[src/design/slcfr_pkg.sv]
// Shared types and constants for the sync/length/checksum frame receiver
`default_nettype none
package slcfr_pkg;

    localparam int BUFFER_BYTES = 64;
    localparam int ADDR_W       = $clog2(BUFFER_BYTES);
    localparam int LEN_W        = 7;
    localparam int QUEUE_DEPTH  = 2;

    localparam logic [7:0] SYNC_FIRST  = 8'hA0;
    localparam logic [7:0] SYNC_SECOND = 8'hA1;
    localparam logic [7:0] GOOD_SUM    = 8'hFF;

    typedef enum logic [1:0] {
        ST_GOOD = 2'd0,
        ST_CSUM = 2'd1,
        ST_LEN  = 2'd2
    } status_t;

    typedef struct packed {
        status_t            status;
        logic [LEN_W-1:0]   count;
    } job_t;

    typedef struct packed {
        logic               en;
        logic [ADDR_W-1:0]  addr;
        logic [7:0]         data;
    } store_wr_t;

endpackage
`default_nettype wire

[src/design/slcfr_if.sv]
// Handshake channel interfaces for received bytes and replayed frame words
`default_nettype none
interface slcfr_in_if;
    logic       valid;
    logic       ready;
    logic [7:0] rx_byte;

    modport source (output valid, output rx_byte, input ready);
    modport sink   (input valid, input rx_byte, output ready);
endinterface

interface slcfr_out_if;
    logic       valid;
    logic       ready;
    logic [1:0] status;
    logic [7:0] data_byte;
    logic [5:0] byte_index;
    logic       last;

    modport source (output valid, output status, output data_byte, output byte_index,
                    output last, input ready);
    modport sink   (input valid, input status, input data_byte, input byte_index,
                    input last, output ready);
endinterface
`default_nettype wire

[src/design/sync_length_checksum_frame_receiver.sv]
// Top level of the sync/length/checksum frame receiver
//
//  channel   dir  handshake       payload
//  in_ch     in   valid/ready     rx_byte[7:0]
//  out_ch    out  valid/ready     status[1:0] data_byte[7:0] byte_index[5:0] last
//  cfg       in   cfg_wr_en       cfg_wr_data[6:0] (max_length)
//
//  A received byte is accepted while the job queue has room; a full queue stalls it.
//  A good frame replays from the store word by word: a store read state, then a send state that waits for ready.
//  Error frames give one word; a two-entry job queue separates parsing from replay.
//  Payload bytes of the next frame wait while a good frame is still replaying.
//  Reset is immediate; the store needs no clearing pass.
`default_nettype none
module sync_length_checksum_frame_receiver
    import slcfr_pkg::*;
(
    input  wire logic               clk,
    input  wire logic               rst_n,
    input  wire logic               cfg_wr_en,
    input  wire logic [LEN_W-1:0]   cfg_wr_data,
    slcfr_in_if.sink                in_ch,
    slcfr_out_if.source             out_ch
);

    logic       queue_full;
    logic       queue_push;
    job_t       push_job;
    job_t       head_job;
    logic       queue_not_empty;
    logic       queue_pop;
    store_wr_t  store_wr;
    logic       replay_done;

    slcfr_front u_front (
        .clk         (clk),
        .rst_n       (rst_n),
        .cfg_wr_en   (cfg_wr_en),
        .cfg_wr_data (cfg_wr_data),
        .in_ch       (in_ch),
        .queue_full  (queue_full),
        .queue_push  (queue_push),
        .queue_job   (push_job),
        .store_wr    (store_wr),
        .replay_done (replay_done)
    );

    slcfr_queue u_queue (
        .clk       (clk),
        .rst_n     (rst_n),
        .push      (queue_push),
        .push_job  (push_job),
        .full      (queue_full),
        .pop       (queue_pop),
        .head_job  (head_job),
        .not_empty (queue_not_empty)
    );

    slcfr_back u_back (
        .clk         (clk),
        .rst_n       (rst_n),
        .store_wr    (store_wr),
        .job_valid   (queue_not_empty),
        .job         (head_job),
        .job_pop     (queue_pop),
        .replay_done (replay_done),
        .out_ch      (out_ch)
    );

endmodule
`default_nettype wire

[src/design/slcfr_front.sv]
// Front end: sync hunt, length check, payload store writes and checksum
`default_nettype none
module slcfr_front
    import slcfr_pkg::*;
(
    input  wire logic               clk,
    input  wire logic               rst_n,
    input  wire logic               cfg_wr_en,
    input  wire logic [LEN_W-1:0]   cfg_wr_data,
    slcfr_in_if.sink                in_ch,
    input  wire logic               queue_full,
    output logic                    queue_push,
    output job_t                    queue_job,
    output store_wr_t               store_wr,
    input  wire logic               replay_done
);

    logic               sync_stage_reg;
    logic               in_frame_reg;
    logic [LEN_W-1:0]   byte_pos_reg;
    logic [LEN_W-1:0]   frame_len_reg;
    logic [7:0]         sum_reg;
    logic [LEN_W-1:0]   max_len_reg;
    logic               good_pend_reg;

    logic               accept;
    logic               payload_byte;
    logic [LEN_W-1:0]   limit;
    logic [7:0]         sum_next;
    logic               frame_end;
    logic               hi_bad;
    logic               lo_bad;

    assign limit = (max_len_reg > LEN_W'(BUFFER_BYTES)) ? LEN_W'(BUFFER_BYTES) : max_len_reg;

    assign payload_byte = in_frame_reg && (byte_pos_reg >= LEN_W'(2));
    assign in_ch.ready  = !queue_full && !(payload_byte && good_pend_reg);
    assign accept       = in_ch.valid && in_ch.ready;

    assign sum_next  = sum_reg + in_ch.rx_byte;
    assign frame_end = byte_pos_reg >= (frame_len_reg + LEN_W'(1));
    assign hi_bad    = in_ch.rx_byte != 8'd0;
    assign lo_bad    = (in_ch.rx_byte == 8'd0) || (in_ch.rx_byte > {1'b0, limit});

    always_comb
    begin
        queue_push       = 1'b0;
        queue_job.status = ST_LEN;
        queue_job.count  = frame_len_reg;
        if (accept && in_frame_reg)
        begin
            if (byte_pos_reg == LEN_W'(0))
            begin
                queue_push = hi_bad;
            end
            else if (byte_pos_reg == LEN_W'(1))
            begin
                queue_push = lo_bad;
            end
            else
            begin
                queue_push       = frame_end;
                queue_job.status = (sum_next == GOOD_SUM) ? ST_GOOD : ST_CSUM;
            end
        end
    end

    assign store_wr.en   = accept && payload_byte;
    assign store_wr.addr = ADDR_W'(byte_pos_reg - LEN_W'(2));
    assign store_wr.data = in_ch.rx_byte;

    always_ff @(posedge clk or negedge rst_n)
    begin
        if (!rst_n)
        begin
            sync_stage_reg <= 1'b0;
            in_frame_reg   <= 1'b0;
            byte_pos_reg   <= '0;
            frame_len_reg  <= '0;
            sum_reg        <= '0;
            max_len_reg    <= LEN_W'(BUFFER_BYTES);
            good_pend_reg  <= 1'b0;
        end
        else
        begin
            if (cfg_wr_en)
            begin
                max_len_reg <= cfg_wr_data;
            end
            if (replay_done)
            begin
                good_pend_reg <= 1'b0;
            end
            if (accept)
            begin
                if (!in_frame_reg)
                begin
                    if (!sync_stage_reg && in_ch.rx_byte == SYNC_FIRST)
                    begin
                        sync_stage_reg <= 1'b1;
                    end
                    else if (sync_stage_reg && in_ch.rx_byte == SYNC_SECOND)
                    begin
                        sync_stage_reg <= 1'b0;
                        in_frame_reg   <= 1'b1;
                        byte_pos_reg   <= '0;
                        frame_len_reg  <= '0;
                        sum_reg        <= '0;
                    end
                    else
                    begin
                        sync_stage_reg <= 1'b0;
                    end
                end
                else if (byte_pos_reg == LEN_W'(0))
                begin
                    if (hi_bad)
                    begin
                        in_frame_reg <= 1'b0;
                    end
                    else
                    begin
                        byte_pos_reg <= LEN_W'(1);
                    end
                end
                else if (byte_pos_reg == LEN_W'(1))
                begin
                    if (lo_bad)
                    begin
                        in_frame_reg <= 1'b0;
                        byte_pos_reg <= '0;
                    end
                    else
                    begin
                        frame_len_reg <= in_ch.rx_byte[LEN_W-1:0];
                        byte_pos_reg  <= LEN_W'(2);
                        sum_reg       <= '0;
                    end
                end
                else
                begin
                    sum_reg <= sum_next;
                    if (frame_end)
                    begin
                        in_frame_reg <= 1'b0;
                        byte_pos_reg <= '0;
                        if (sum_next == GOOD_SUM)
                        begin
                            good_pend_reg <= 1'b1;
                        end
                    end
                    else
                    begin
                        byte_pos_reg <= byte_pos_reg + LEN_W'(1);
                    end
                end
            end
        end
    end

endmodule
`default_nettype wire

[src/design/slcfr_queue.sv]
// Short job queue between the front end and the replay engine
`default_nettype none
module slcfr_queue
    import slcfr_pkg::*;
(
    input  wire logic   clk,
    input  wire logic   rst_n,
    input  wire logic   push,
    input  job_t        push_job,
    output logic        full,
    input  wire logic   pop,
    output job_t        head_job,
    output logic        not_empty
);

    localparam int PTR_W = $clog2(QUEUE_DEPTH);
    localparam int CNT_W = $clog2(QUEUE_DEPTH + 1);

    job_t               slot_reg [QUEUE_DEPTH];
    logic [PTR_W-1:0]   wr_ptr_reg;
    logic [PTR_W-1:0]   rd_ptr_reg;
    logic [CNT_W-1:0]   count_reg;

    logic               do_push;
    logic               do_pop;

    assign full      = count_reg == CNT_W'(QUEUE_DEPTH);
    assign not_empty = count_reg != '0;
    assign head_job  = slot_reg[rd_ptr_reg];
    assign do_push   = push && !full;
    assign do_pop    = pop && not_empty;

    always_ff @(posedge clk)
    begin
        if (do_push)
        begin
            slot_reg[wr_ptr_reg] <= push_job;
        end
    end

    always_ff @(posedge clk or negedge rst_n)
    begin
        if (!rst_n)
        begin
            wr_ptr_reg <= '0;
            rd_ptr_reg <= '0;
            count_reg  <= '0;
        end
        else
        begin
            if (do_push)
            begin
                wr_ptr_reg <= (wr_ptr_reg == PTR_W'(QUEUE_DEPTH - 1)) ? '0
                                                                       : wr_ptr_reg + PTR_W'(1);
            end
            if (do_pop)
            begin
                rd_ptr_reg <= (rd_ptr_reg == PTR_W'(QUEUE_DEPTH - 1)) ? '0
                                                                       : rd_ptr_reg + PTR_W'(1);
            end
            case ({do_push, do_pop})
                2'b10:   count_reg <= count_reg + CNT_W'(1);
                2'b01:   count_reg <= count_reg - CNT_W'(1);
                default: count_reg <= count_reg;
            endcase
        end
    end

endmodule
`default_nettype wire

[src/design/slcfr_back.sv]
// Back end: payload store and replay of frames and error words
`default_nettype none
module slcfr_back
    import slcfr_pkg::*;
(
    input  wire logic   clk,
    input  wire logic   rst_n,
    input  store_wr_t   store_wr,
    input  wire logic   job_valid,
    input  job_t        job,
    output logic        job_pop,
    output logic        replay_done,
    slcfr_out_if.source out_ch
);

    typedef enum logic [1:0] {
        IDLE,
        READ,
        SEND
    } state_t;

    state_t             state_reg;
    status_t            status_reg;
    logic [ADDR_W-1:0]  idx_reg;
    logic [LEN_W-1:0]   cnt_reg;
    logic               last_reg;
    logic [7:0]         rd_data_reg;
    logic [7:0]         store_mem [BUFFER_BYTES];

    logic               out_take;

    always_ff @(posedge clk)
    begin
        if (store_wr.en)
        begin
            store_mem[store_wr.addr] <= store_wr.data;
        end
        rd_data_reg <= store_mem[idx_reg];
    end

    assign job_pop  = (state_reg == IDLE) && job_valid;
    assign out_take = out_ch.valid && out_ch.ready;

    assign replay_done = out_take && last_reg && (status_reg == ST_GOOD);

    assign out_ch.valid      = state_reg == SEND;
    assign out_ch.status     = status_reg;
    assign out_ch.data_byte  = (status_reg == ST_GOOD) ? rd_data_reg : 8'd0;
    assign out_ch.byte_index = (status_reg == ST_GOOD) ? 6'(idx_reg) : 6'd0;
    assign out_ch.last       = last_reg;

    always_ff @(posedge clk or negedge rst_n)
    begin
        if (!rst_n)
        begin
            state_reg  <= IDLE;
            status_reg <= ST_GOOD;
            idx_reg    <= '0;
            cnt_reg    <= '0;
            last_reg   <= 1'b0;
        end
        else
        begin
            unique case (state_reg)
                IDLE:
                begin
                    if (job_valid)
                    begin
                        status_reg <= job.status;
                        cnt_reg    <= job.count;
                        idx_reg    <= '0;
                        if (job.status == ST_GOOD)
                        begin
                            state_reg <= READ;
                        end
                        else
                        begin
                            last_reg  <= 1'b1;
                            state_reg <= SEND;
                        end
                    end
                end
                READ:
                begin
                    last_reg  <= ({1'b0, idx_reg} + LEN_W'(1)) == cnt_reg;
                    state_reg <= SEND;
                end
                SEND:
                begin
                    if (out_take)
                    begin
                        if (last_reg)
                        begin
                            state_reg <= IDLE;
                        end
                        else
                        begin
                            idx_reg   <= idx_reg + ADDR_W'(1);
                            state_reg <= READ;
                        end
                    end
                end
                default:
                begin
                    state_reg <= IDLE;
                end
            endcase
        end
    end

endmodule
`default_nettype wire

[src/flat_wrapper.sv]
// flat-port wrapper written by rule: the top's interface ports become plain ports
module sync_length_checksum_frame_receiver_flat import slcfr_pkg::*;
  (clk, rst_n, cfg_wr_en, cfg_wr_data, in_ch_valid, in_ch_rx_byte, in_ch_ready, out_ch_valid, out_ch_status, out_ch_data_byte, out_ch_byte_index, out_ch_last, out_ch_ready);
  slcfr_in_if in_ch_i ();
  slcfr_out_if out_ch_i ();
  input  wire logic clk;
  input  wire logic rst_n;
  input  wire logic cfg_wr_en;
  input  wire logic [LEN_W-1:0] cfg_wr_data;
  input wire logic [$bits(in_ch_i.valid)-1:0] in_ch_valid;
  input wire logic [$bits(in_ch_i.rx_byte)-1:0] in_ch_rx_byte;
  output wire logic [$bits(in_ch_i.ready)-1:0] in_ch_ready;
  output wire logic [$bits(out_ch_i.valid)-1:0] out_ch_valid;
  output wire logic [$bits(out_ch_i.status)-1:0] out_ch_status;
  output wire logic [$bits(out_ch_i.data_byte)-1:0] out_ch_data_byte;
  output wire logic [$bits(out_ch_i.byte_index)-1:0] out_ch_byte_index;
  output wire logic [$bits(out_ch_i.last)-1:0] out_ch_last;
  input wire logic [$bits(out_ch_i.ready)-1:0] out_ch_ready;
  assign in_ch_i.valid = in_ch_valid;
  assign in_ch_i.rx_byte = in_ch_rx_byte;
  assign in_ch_ready = in_ch_i.ready;
  assign out_ch_valid = out_ch_i.valid;
  assign out_ch_status = out_ch_i.status;
  assign out_ch_data_byte = out_ch_i.data_byte;
  assign out_ch_byte_index = out_ch_i.byte_index;
  assign out_ch_last = out_ch_i.last;
  assign out_ch_i.ready = out_ch_ready;
  sync_length_checksum_frame_receiver u_core (.clk(clk), .rst_n(rst_n), .cfg_wr_en(cfg_wr_en), .cfg_wr_data(cfg_wr_data), .in_ch(in_ch_i), .out_ch(out_ch_i));
endmodule
[config.mk]
export PLATFORM = sky130hd
export DESIGN_NAME = sync_length_checksum_frame_receiver_flat
export DESIGN_NICKNAME = d
export VERILOG_FILES = /design/src/design/slcfr_pkg.sv /design/src/design/slcfr_if.sv /design/src/design/sync_length_checksum_frame_receiver.sv /design/src/design/slcfr_front.sv /design/src/design/slcfr_queue.sv /design/src/design/slcfr_back.sv /design/src/flat_wrapper.sv
export SDC_FILE = /design/constraint.sdc
export NUM_CORES = 1
export LEC_CHECK = 0
export BUFFER_PORTS_ARGS = -buffer_cell sky130_fd_sc_hd__buf_2
export CAP_MARGIN = 20
export CORE_MARGIN = 2
export CORE_UTILIZATION = 57
export CTS_CLUSTER_SIZE = 20
export DETAILED_ROUTE_END_ITERATION = 7
export GPL_TIMING_DRIVEN = 0
export PLACE_DENSITY_LB_ADDON = 0.08
export SETUP_SLACK_MARGIN = 0.5
export SYNTH_ARGS = -nofsm -noshare
export SYNTH_HDL_FRONTEND = slang
export SYNTH_SLANG_ARGS = --single-unit
[constraint.sdc]
create_clock -name clk -period 2.8 [get_ports clk]
set_input_delay 0.42 -clock clk [delete_from_list [all_inputs] [get_ports clk]]
set_output_delay 0.42 -clock clk [all_outputs]
set_load 0.05 [all_outputs]
==> impl_metrics.yaml <==
layout:
  fillers: 2566
  finalNetCount: 1679
  final_common_cell: "edfxtp_1"
  largest_register_ffs: 512
  layout_common_cells: "edfxtp_1 (530), mux4_2 (96), mux2i_1 (87)"
  diodes: 0
  drive_gt1_frac: 0.373
  final_cells: 2213
  syn_to_final_growth_pct: 25.8
grt:
  grt_pass1_vias: 14098
  grt_max_degree: 53
  grt.overflow.total: 0
  groute.usage.overall: 0.297
  grt_pass1_wl_mm: 93.4
  antenna_found_initial: 0
worst_setup_path:
  worst-path-max-fanout: 4
  critical_path.reg2reg.startpoint: "u_core.u_front.byte_pos_reg[4]"
  worstSetupEndpointType: "flip-flop"
  start_kind: "flip-flop"
  cp.arrival_ps: 3130
  worst_ep_required_time_ps: 3130
  startpoint: "u_core.u_front.byte_pos_reg[4]"
  worstSetupPathType: "reg -> reg"
synth:
  synthesis.nets: 1444
  ys_ff_latch: 592
  syn_area_mm2: 0.0243
  ys.warnings.count: 0
  yosysSeqAreaShare: 0.718
  synth_cells: 1395
  syn_avg_cell_area_um2: 17.4
  synth_flop_cell: "edfxtp_1"
  synth_edf_count: 530
  synth_cell_types: 76
  async_flop_share: 0.0912
floorplanning:
  start_util: 0.578
  coreArea_mm2: 0.0420
  rows: 75
  dieWidth_um: 210
  fp.dieH_um: 210
  die_area_mm2: 0.0443
  num_io_pins: 39
timing:
  slew_viol_final: 0
  fin_crit_ps: 2790
  rsz0062_at_grt: "yes"
  fin_crit_sh: 0.997
  setup_ws_ps: 8.51
  worst_pin_slew_ps: 833
  setup_tns_ps: 0
  max_freq_mhz: 358
  hold_viol_final: 0
  fin_worst_skew_ps: 22.1
  max-slew-margin-rel: 0.444
  setup_viol: 0
clock_network:
  root_buffer: "clkbuf_16"
  numClockSinks: 592
  cts_tree: "yes"
  clkSlewWorstSetupHoldPaths_ps: 60
  clk_path_buf_depth: 3
  clk_latency_ps: 630
  cts_buffers: 57
  h-tree-depth: 2
run:
  drv_cap: 0
placed_design:
  port_buffers: 37
  gp_congestion: 0.910
  dp_hpwl_mm: 40.5
  dp.cells: 1980
  dp_slack_ps: -816
route:
  drc_errors: 0
  ant_nets: 0
  routed_wl_mm: 66.2
  drt_iter0_drc: 1768
  drtPass1Iterations: 6
  vias: 14245
  vias_per_cell: 6.44
  detail_route.wl_per_cell_um: 29.9
power:
  powerDensity_mw_per_mm2: 803
  p_leak_nw: 10.0
  ir_drop_uv: 735
min_path:
  min-delay-start: "cfg_wr_data[5]"
  hold_path_class: "in -> reg"
outcome:
  status: "finished clean"
==> Yosys cell counts (all sizes together) (3+ instances only) <==
master   number  area (um^2)
a2111oi       6         52.6
a211o         7         61.3
a211oi       11         82.6
a21boi        3         22.5
a21oi        28          144
a22o         13          115
a22oi         3         22.5
a31oi         5         31.3
and2         14         87.6
and3          5         32.5
buf          33          180
clkbuf       30          113
dfrtp        53         1330
dfxtp         8          160
edfxtp      530        15900
ha           28          350
inv          25         93.8
mux2         16          180
mux2i       103         1030
mux4         96         2160
nand2        64          240
nand2b        7         43.8
nand3        16         80.1
nand3b        4         30.0
nand4         3         18.8
nor2        104          398
nor2b        10         62.6
nor3         20          115
nor3b         3         22.5
nor4          4         25.0
o21ai        39          199
o221ai       13          114
o22ai        25          156
o31ai         4         30.0
or2           3         21.3
xnor2        18          158
xor2          7         61.3
==> worst max-delay path, cell delays in order, from the launching register on <==
cell and delay, ps:
dfrtp_1 400, or4_4 610, buf_6 150, nor3_2 420
a211oi_4 100, a311o_2 440, nor2_4 200, clkbuf_16 180
==> stage by stage <==
step                 util  cell area (um^2)  total power, mW  hold slack (ps)
detailed placement  0.605             25400             15.4              402
global placement    0.601             25300             15.3              459
finish              0.727             30600             24.5             27.7
CTS                 0.701             29500             23.7             9.84
floorplan               -             24400             13.9              124
global route        0.727             30600             25.4             34.3
==> what timing repair did <==
action	4_1_cts	5_1_grt
pin swaps	43	44
hold endpoints to repair	18	0
cloned	1	2
hold buffers	2	0
setup buffers	82	43
endpoints found under the setup margin	589	585
resized for setup	388	126
==> final cells by class <==
class	count	area, um^2	share of cell area
clock buffer	80	1530	0.0502
tap	539	674	0.0221
sequential	592	17400	0.571
inverter	25	104	0.00340
clock inverter	23	208	0.00680
timing repair buffer	176	1950	0.0640
multi-input combinational	715	7850	0.257
buffer	63	792	0.0259
==> routing by layer <==
layer	routed length (um)	global-route usage	vias up
met4	2590	0.102	0
met5	0	0	-
li1	-	-	6042
met3	5900	0.0462	137
met1	26400	0.436	7316
met2	31300	0.464	750
==> worst paths after layout <==
path,endpoint,slack [ps],depth (start not counted)
setup / recovery,u_core.u_queue.slot_reg[1][5],9,7
hold / removal,u_core.u_front.max_len_reg[5],30,2
setup reg to reg,u_core.u_queue.slot_reg[1][5],9,7
hold reg to reg,u_core.u_queue.slot_reg[0][6],480,0
max in group asynchronous,u_core.u_back.idx_reg[1],1900,3
min in group asynchronous,u_core.u_front.max_len_reg[5],300,2
==> cells by family (layout without fill, tap and decap cells) <==
kind of cell | Yosys count | in the layout | share of synthesized area
flops | 592 | 592 | 0.718
simple gates | 267 | 267 | 0.0521
xor+xnor | 25 | 25 | 0.00902
fa+ha+maj | 29 | 29 | 0.0153
buf+inv | 88 | 367 | 0.0159
compound gates | 179 | 179 | 0.0511
mux | 215 | 215 | 0.139
==> power by group <==
part | switching [mW] | total, mW | leakage (nW) | internal, mW
clock network | 3.22 | 7.31 | 0.853 | 4.09
logic | 3.80 | 6.93 | 3.66 | 3.13
registers | 0.325 | 10.3 | 5.49 | 9.99
total | 7.34 | 24.5 | 10.0 | 17.2
(Power assumes the default switching activity.)
